[config.mk]
export PLATFORM = sky130hd
export DESIGN_NAME = min_contiguous_rb_allocation_finder
export DESIGN_NICKNAME = d
export VERILOG_FILES = /design/src/mcrb_pkg.sv /design/src/mcrb_cell.sv /design/src/mcrb_chain.sv /design/src/min_contiguous_rb_allocation_finder.sv
export VERILOG_INCLUDE_DIRS = /design/src /design/src/src
export SDC_FILE = /design/constraint.sdc
export NUM_CORES = 2
export LEC_CHECK = 0
export BUFFER_PORTS_ARGS = -buffer_cell sky130_fd_sc_hd__buf_2
export CAP_MARGIN = 20
export CORE_ASPECT_RATIO = 0.8
export CORE_UTILIZATION = 63
export CTS_CLUSTER_DIAMETER = 80
export DETAILED_ROUTE_END_ITERATION = 8
export PLACE_DENSITY = 0.82
export REMOVE_ABC_BUFFERS = 1
export SLEW_MARGIN = 30
export SYNTH_ARGS = -nofsm -noshare
export SYNTH_HDL_FRONTEND = slang
export SYNTH_SLANG_ARGS = --single-unit
[constraint.sdc]
create_clock -name clk -period 20.7 [get_ports clk]
set_input_delay 1.035 -clock clk [delete_from_list [all_inputs] [get_ports clk]]
set_output_delay 1.035 -clock clk [all_outputs]
set_load 0.005 [all_outputs]
[src/min_contiguous_rb_allocation_finder_macros.svh]
// Assertion macros shared by the finder RTL
`ifndef MIN_CONTIGUOUS_RB_ALLOCATION_FINDER_MACROS_SVH
`define MIN_CONTIGUOUS_RB_ALLOCATION_FINDER_MACROS_SVH

// same-cycle implication
`define MCRB_ASSERT_IMP(lbl, clk, rstn, ante, cons) \
	lbl: assert property (@(posedge clk) disable iff (!(rstn)) (ante) |-> (cons)) \
		else $error("implication check failed");

// next-cycle implication
`define MCRB_ASSERT_NXT(lbl, clk, rstn, ante, cons) \
	lbl: assert property (@(posedge clk) disable iff (!(rstn)) (ante) |=> (cons)) \
		else $error("next-cycle check failed");

`endif

[src/mcrb_pkg.sv]
package mcrb_pkg;

	localparam int NUM_BLOCKS   = 32;
	localparam int RATE_CEILING = 65535;

	localparam int IDX_W = (NUM_BLOCKS > 1) ? $clog2(NUM_BLOCKS) : 1;
	localparam int CNT_W = $clog2(NUM_BLOCKS + 1);

	localparam int RATE_W  = 16;
	localparam int REQ_W   = 21;
	localparam int BLK_W   = 5;
	localparam int BCNT_W  = 6;
	localparam int PROD_W  = RATE_W + CNT_W;

	typedef struct packed {
		logic             wr_en;
		logic [IDX_W-1:0] wr_idx;
		logic             rotate;
		logic             load;
		logic             shift;
	} mcrb_ctl_t;

endpackage

[src/mcrb_cell.sv]
module mcrb_cell
	import mcrb_pkg::*;
(
	input  logic              clk,
	input  logic              wr_en,
	input  logic [RATE_W-1:0] wr_rate,
	input  logic              rotate,
	input  logic              load,
	input  logic              shift,
	input  logic [RATE_W-1:0] base_nxt,
	input  logic [RATE_W-1:0] scan_nxt,
	output logic [RATE_W-1:0] base,
	output logic [RATE_W-1:0] scan
);

	logic [RATE_W-1:0] base_q;
	logic [RATE_W-1:0] scan_q;

	// base ring: written in place while loading, rotated one step per start and per realign step
	always_ff @(posedge clk) begin
		if (wr_en) begin
			base_q <= wr_rate;
		end else if (rotate) begin
			base_q <= base_nxt;
		end
	end

	// scan chain: copy of the ring from the current start, shifted once per step
	always_ff @(posedge clk) begin
		if (load) begin
			scan_q <= base_nxt;
		end else if (shift) begin
			scan_q <= scan_nxt;
		end
	end

	assign base = base_q;
	assign scan = scan_q;

endmodule

[src/mcrb_chain.sv]
module mcrb_chain
	import mcrb_pkg::*;
(
	input  logic              clk,
	input  mcrb_ctl_t         ctl,
	input  logic [RATE_W-1:0] wr_rate,
	output logic [RATE_W-1:0] head_base,
	output logic [RATE_W-1:0] head_scan
);

	logic [RATE_W-1:0] base_w [NUM_BLOCKS];
	logic [RATE_W-1:0] scan_w [NUM_BLOCKS];

	for (genvar i = 0; i < NUM_BLOCKS; i++) begin : g_cell
		localparam int NXT = (i + 1) % NUM_BLOCKS;

		mcrb_cell u_cell (
			.clk      (clk),
			.wr_en    (ctl.wr_en && (ctl.wr_idx == IDX_W'(i))),
			.wr_rate  (wr_rate),
			.rotate   (ctl.rotate),
			.load     (ctl.load),
			.shift    (ctl.shift),
			.base_nxt (base_w[NXT]),
			.scan_nxt (scan_w[NXT]),
			.base     (base_w[i]),
			.scan     (scan_w[i])
		);
	end

	assign head_base = base_w[0];
	assign head_scan = scan_w[0];

endmodule

[src/min_contiguous_rb_allocation_finder.sv]
// channel   dir  handshake                   payload
// item      in   start & !busy               rb_rate, required_rate, last_block
// result    out  result_strobe, one cycle    valid_res, start_block, end_block,
//                                            achieved_rate, block_count, last_result
//
// Loading writes each item into the next cell, up to NUM_BLOCKS cells. After the
// item marked last_block the block is busy: it takes one scan step of the cell
// chain per start/end pair tried (at most n(n+1)/2), flushes the final result,
// then rotates the ring back to cell 0 in the realign state if n < NUM_BLOCKS.
// Reset clears control state and the result strobe; cell contents are not reset.
// Results cannot be stalled; each is held for exactly one cycle.
`include "min_contiguous_rb_allocation_finder_macros.svh"

module min_contiguous_rb_allocation_finder
	import mcrb_pkg::*;
(
	input  logic              clk,
	input  logic              arst_n,
	input  logic              start,
	output logic              busy,
	input  logic [RATE_W-1:0] rb_rate,
	input  logic [REQ_W-1:0]  required_rate,
	input  logic              last_block,
	output logic              result_strobe,
	output logic              valid_res,
	output logic [BLK_W-1:0]  start_block,
	output logic [BLK_W-1:0]  end_block,
	output logic [REQ_W-1:0]  achieved_rate,
	output logic [BCNT_W-1:0] block_count,
	output logic              last_result
);

	localparam logic [1:0] ST_IDLE    = 2'd0;
	localparam logic [1:0] ST_SCAN    = 2'd1;
	localparam logic [1:0] ST_FLUSH   = 2'd2;
	localparam logic [1:0] ST_REALIGN = 2'd3;

	logic [1:0]        state_q;
	logic [CNT_W-1:0]  loaded_q;
	logic [CNT_W-1:0]  scan_n_q;
	logic [REQ_W-1:0]  target_q;
	logic [IDX_W-1:0]  j_q;
	logic [IDX_W-1:0]  k_q;
	logic              first_q;
	logic [RATE_W-1:0] mn_q;

	logic              pend_v_q;
	logic [IDX_W-1:0]  pend_s_q;
	logic [IDX_W-1:0]  pend_e_q;
	logic [REQ_W-1:0]  pend_rate_q;
	logic [CNT_W-1:0]  pend_cnt_q;

	logic              result_strobe_q;
	logic              valid_res_q;
	logic [BLK_W-1:0]  start_block_q;
	logic [BLK_W-1:0]  end_block_q;
	logic [REQ_W-1:0]  achieved_rate_q;
	logic [BCNT_W-1:0] block_count_q;
	logic              last_result_q;

	mcrb_ctl_t         ctl;
	logic [RATE_W-1:0] head_base;
	logic [RATE_W-1:0] head_scan;
	logic [RATE_W-1:0] cur_rate;
	logic [RATE_W-1:0] mn_base;
	logic [RATE_W-1:0] mn_new;
	logic [CNT_W-1:0]  run_len;
	logic [PROD_W-1:0] got;
	logic              hit;
	logic              end_of_run;
	logic              accept;

	assign busy   = (state_q != ST_IDLE);
	assign accept = start && !busy;

	mcrb_chain u_chain (
		.clk       (clk),
		.ctl       (ctl),
		.wr_rate   (rb_rate),
		.head_base (head_base),
		.head_scan (head_scan)
	);

	// one scan step: fold the next rate into the running minimum and test the run
	assign cur_rate   = first_q ? head_base : head_scan;
	assign mn_base    = first_q ? RATE_W'(RATE_CEILING) : mn_q;
	assign mn_new     = (cur_rate < mn_base) ? cur_rate : mn_base;
	assign run_len    = CNT_W'(k_q) - CNT_W'(j_q) + CNT_W'(1);
	assign got        = PROD_W'(mn_new) * PROD_W'(run_len);
	assign hit        = (got >= PROD_W'(target_q));
	assign end_of_run = (CNT_W'(k_q) == scan_n_q - CNT_W'(1));

	always_comb begin
		ctl        = '0;
		ctl.wr_idx = loaded_q[IDX_W-1:0];
		case (state_q)
			ST_IDLE: begin
				ctl.wr_en = accept && (loaded_q < CNT_W'(NUM_BLOCKS));
			end
			ST_SCAN: begin
				ctl.rotate = first_q;
				ctl.load   = first_q;
				ctl.shift  = !first_q;
			end
			ST_REALIGN: begin
				ctl.rotate = 1'b1;
			end
			default: begin
				ctl = '0;
			end
		endcase
	end

	always_ff @(posedge clk or negedge arst_n) begin
		if (!arst_n) begin
			state_q         <= ST_IDLE;
			loaded_q        <= '0;
			scan_n_q        <= '0;
			target_q        <= '0;
			j_q             <= '0;
			k_q             <= '0;
			first_q         <= 1'b0;
			mn_q            <= '0;
			pend_v_q        <= 1'b0;
			result_strobe_q <= 1'b0;
		end else begin
			result_strobe_q <= 1'b0;
			case (state_q)
				ST_IDLE: begin
					if (accept) begin
						if (last_block) begin
							target_q <= required_rate;
							scan_n_q <= (loaded_q < CNT_W'(NUM_BLOCKS)) ?
								loaded_q + CNT_W'(1) : loaded_q;
							loaded_q <= '0;
							j_q      <= '0;
							k_q      <= '0;
							first_q  <= 1'b1;
							pend_v_q <= 1'b0;
							state_q  <= ST_SCAN;
						end else if (loaded_q < CNT_W'(NUM_BLOCKS)) begin
							loaded_q <= loaded_q + CNT_W'(1);
						end
					end
				end
				ST_SCAN: begin
					mn_q <= mn_new;
					if (hit) begin
						if (pend_v_q) begin
							result_strobe_q <= 1'b1;
						end
						pend_v_q <= 1'b1;
					end
					if (hit || end_of_run) begin
						first_q <= 1'b1;
						if (CNT_W'(j_q) == scan_n_q - CNT_W'(1)) begin
							state_q <= ST_FLUSH;
						end else begin
							j_q <= j_q + IDX_W'(1);
							k_q <= j_q + IDX_W'(1);
						end
					end else begin
						first_q <= 1'b0;
						k_q     <= k_q + IDX_W'(1);
					end
				end
				ST_FLUSH: begin
					result_strobe_q <= 1'b1;
					pend_v_q        <= 1'b0;
					j_q             <= scan_n_q[IDX_W-1:0];
					state_q         <= (scan_n_q == CNT_W'(NUM_BLOCKS)) ? ST_IDLE : ST_REALIGN;
				end
				ST_REALIGN: begin
					j_q <= j_q + IDX_W'(1);
					if (CNT_W'(j_q) == CNT_W'(NUM_BLOCKS - 1)) begin
						state_q <= ST_IDLE;
					end
				end
				default: begin
					state_q <= ST_IDLE;
				end
			endcase
		end
	end

	// pending result: held until the next success or the end of the scan
	always_ff @(posedge clk) begin
		if (state_q == ST_SCAN && hit) begin
			pend_s_q    <= j_q;
			pend_e_q    <= k_q;
			pend_rate_q <= REQ_W'(got);
			pend_cnt_q  <= run_len;
		end
	end

	always_ff @(posedge clk) begin
		if (state_q == ST_SCAN && hit && pend_v_q) begin
			valid_res_q     <= 1'b1;
			start_block_q   <= BLK_W'(pend_s_q);
			end_block_q     <= BLK_W'(pend_e_q);
			achieved_rate_q <= pend_rate_q;
			block_count_q   <= BCNT_W'(pend_cnt_q);
			last_result_q   <= 1'b0;
		end else if (state_q == ST_FLUSH) begin
			valid_res_q     <= pend_v_q;
			start_block_q   <= pend_v_q ? BLK_W'(pend_s_q) : '0;
			end_block_q     <= pend_v_q ? BLK_W'(pend_e_q) : '0;
			achieved_rate_q <= pend_v_q ? pend_rate_q : '0;
			block_count_q   <= pend_v_q ? BCNT_W'(pend_cnt_q) : '0;
			last_result_q   <= 1'b1;
		end
	end

	assign result_strobe = result_strobe_q;
	assign valid_res     = valid_res_q;
	assign start_block   = start_block_q;
	assign end_block     = end_block_q;
	assign achieved_rate = achieved_rate_q;
	assign block_count   = block_count_q;
	assign last_result   = last_result_q;

	`MCRB_ASSERT_NXT(a_flush_emits_last, clk, arst_n, state_q == ST_FLUSH,
		result_strobe_q && last_result_q)
	`MCRB_ASSERT_IMP(a_empty_result, clk, arst_n, result_strobe_q && !valid_res_q,
		last_result_q && (block_count_q == '0))
	`MCRB_ASSERT_IMP(a_scan_bounds, clk, arst_n, state_q == ST_SCAN,
		(k_q >= j_q) && (CNT_W'(k_q) < scan_n_q))
	`MCRB_ASSERT_IMP(a_rate_met, clk, arst_n, result_strobe_q && valid_res_q,
		achieved_rate_q >= target_q)

endmodule
==> results.yml <==
placed_design:
  dpl.hpwl_um: 78200
  buffer_ports.inserted: 81
  dp_cells: 5346
  place.gp.congestion: 0.900
clock_tree:
  clkSinkCount: 1164
  cts_tree: "done"
  cts_post_setup_buffers_inserted: 0
  path_clk_slew_ps: 60
  clock_latency_late_sink_ps: 710
  postCtsHoldBufs: 0
  postCtsResizedCells: 0
  numCtsBuffers: 109
  ctsRootBufferMaster: "sky130_fd_sc_hd__clkbuf_16"
  htreeDepth: 3
  clock_path_buffers: 3
global_route:
  gr-usage-met1_pct: 45.7
  grt_pass1_wl_um: 196000
  grt.met3_usage_pct: 8.08
  maximum_number_of_pins_on_one_net_before_global_route_repair: 209
  track_usage_pct: 29.7
  globalRoute.busiestLayer: "met1"
  grtUsageMet2_pct: 42.7
  via_count_of_the_first_global_routing_pass: 33000
  grt-ovfl-total: 0
  grt_antenna_before_repair: 2
final_layout:
  area_delta_synth_final_pct: 9.34
  nets: 4528
  drive_above_1_share_pct: 19.4
  most-common-layout-cells: "1608 x sky130_fd_sc_hd__nand2_1, 1098 x sky130_fd_sc_hd__edfxtp_1, 545 x sky130_fd_sc_hd__mux2_2"
  layout_commonest_cell: "sky130_fd_sc_hd__nand2_1"
  antennaDiodeCount: 0
  layoutNonFillerInstCount: 5553
worst_setup_path:
  r2r-end: "block_count[3]"
  logic_depth_of_the_worst_path_buffers_included: 35
  timing.rr.start: "first_q"
  endpoint_kind: "register"
  ff2ff_setup_slack_ps: 10870
  cp_data_required_time_ps: 21020
  timing.critical_path.max_delay_family: "compound AO/OA/AOI/OAI gates"
  timing.critical_path.arrival_ps: 10150
  cp_slowest_stage_delay_ps: 590
  critical-path-slowest-cell: "sky130_fd_sc_hd__a31oi_2"
  crit_path_start_kind: "register"
  critPathMostFrequentCell: "sky130_fd_sc_hd__a21oi_1"
  reg2regPathDepth: 35
  timing.setup.critical_path_class: "reg -> reg"
  cp_num_buf_inv: 5
  worst-path-max-fanout: 37
drt:
  number_of_remaining_drc_errors: 10
  routed-via-count: 33800
  avgRoutedWirePerCell_um: 23.1
  wl_um: 128000
  postRouteAntennaNets: 0
  viasPerCell: 6.09
  drtPass1Iterations: 9
  drt_iter0_markers: 4420
yosys:
  synth_top_area_share_pct: 61.5
  synth-seq-cells: 1164
  postSynthCellCount: 4357
  synth_top_cells_by_area: "sky130_fd_sc_hd__edfxtp_1 62%, sky130_fd_sc_hd__mux2_2 11%, sky130_fd_sc_hd__nand2_1 11%"
  yosys-mux-area-fraction_pct: 11.9
  dominant_combinational_cell_family_by_area_after_synthesis: "simple AND/OR/NAND/NOR gates"
  post_synth_xor_area_fraction_pct: 0.572
  mappedNetlistArea_mm2: 0.0536
  compound_cell_area_share_of_the_yosys_netlist_pct: 2.17
  ys.warnings.count: 0
  yosysUniqueCellTypes: 67
  post_synth_adder_cell_area_pct: 4.15
  synth_enable_flop_cells: 1098
  synth_async_sr_flop_share_pct: 5.50
  synthesis.area_per_instance_um2: 12.3
  synth_top_flop_cell: "sky130_fd_sc_hd__edfxtp_1"
  ys_seq_area_share_pct: 64.6
  netlist.top_cell.by_area: "sky130_fd_sc_hd__edfxtp_1"
  synth_simple_gate_area_share_pct: 13.9
die:
  ioPinCount: 82
  die-height_um: 263
  core.rowCount: 95
  core_region_area_mm2: 0.0842
  die_w_um: 328
  start_util_pct: 63.7
  die_area_mm2: 0.0862
sta:
  max_freq_mhz: 102
  report.final.setup_viol: 0
  period_share_pct: 47.5
  slew_violations: 0
  grt_setup_unrepaired: "false"
  slew-limit-headroom_pct: 25.1
  final_hold_viol_count: 0
  fin_tns_setup_ps: 0
  final_period_minus_worst_setup_slack_ps: 9830
  worst_clock_skew_ps: 34.7
  max_slew.worst_pin.slew_ps: 1120
status:
  status: "complete, but fails checks"
  failing_checks: "DRC"
min_path:
  worstHoldPathType: "in -> async"
flow_run:
  timing.max_cap.violations: 0
==> per-layer routing <==
layer  wire, um  part of all wire, %  vias up
li1           -                    -    15000
met1      53700                   42    16900
met2      56200                   44     1760
met3      15700                   12      203
met4       2520                  2.0        0
met5          0                    0        -
==> Yosys cell counts, types with 23 or more instances <==
cell and count:
sky130_fd_sc_hd__and2_1 48, sky130_fd_sc_hd__ha_1 85, sky130_fd_sc_hd__fa_1 58, sky130_fd_sc_hd__clkbuf_1 235, sky130_fd_sc_hd__mux2_2 545, sky130_fd_sc_hd__inv_1 145, sky130_fd_sc_hd__o21ai_0 45, sky130_fd_sc_hd__edfxtp_1 1098
sky130_fd_sc_hd__nor2_1 133, sky130_fd_sc_hd__nand2b_1 23, sky130_fd_sc_hd__nand2_1 1610, sky130_fd_sc_hd__a21oi_1 31, sky130_fd_sc_hd__dfrtp_1 64
==> flip-flops by register name (all words and copies together), names as in the netlist, 6 cells and up <==
signal,flops
u_chain.g_cell.u_cell.scan,512
achieved_rate,21
mn_q,16
target_q,21
pend_rate_q,21
scan_n_q,6
pend_cnt_q,6
block_count,6
loaded_q,6
u_chain.g_cell.u_cell.base,512
==> worst max-delay path by stage <==
stage / start / end / slack [ps]
2_1_floorplan: state_q[1] / u_chain.g_cell[11].u_cell.base[0] / -21210
3_3_place_gp: first_q / achieved_rate[0] / 11210
3_5_place_dp: first_q / achieved_rate[0] / 11080
4_1_cts: first_q / block_count[3] / 10970
5_1_grt: first_q / block_count[3] / 10350
6_report: first_q / block_count[3] / 10870
==> cells by family after synthesis <==
group | after synthesis
AND/OR/NAND/NOR | 1881
XOR/XNOR | 35
AO/OA/AOI/OAI | 177
adder cells (fa/ha/maj) | 143
flip-flops | 1164
buffers and inverters | 391
multiplexers | 566
==> stage by stage <==
stage	setup WS (ps)	util [%]	hold WS, ps	instance area (um2)
final	10870	69.6	461	58600
after CTS	10970	69.5	478	58500
after detailed placement	11080	65.3	468	54900
after global placement	11210	65.2	460	54800
after global routing	10350	69.6	497	58600
after floorplan	-21210	-	447	52700
==> final cells by class <==
cell class / instances / area, um2
Timing Repair Buffer: 120 / 850
Multi-Input combinational cell: 2802 / 17600
Inverter: 147 / 552
Clock buffer: 145 / 2950
Tap cell: 1115 / 1400
Clock inverter: 60 / 638
Fill cell: 5563 / 25600
Sequential cell: 1164 / 34600
Power is left out: the tool's default activity adds up to more than one toggle a clock period on the data nets, which glitch-free logic cannot reach.
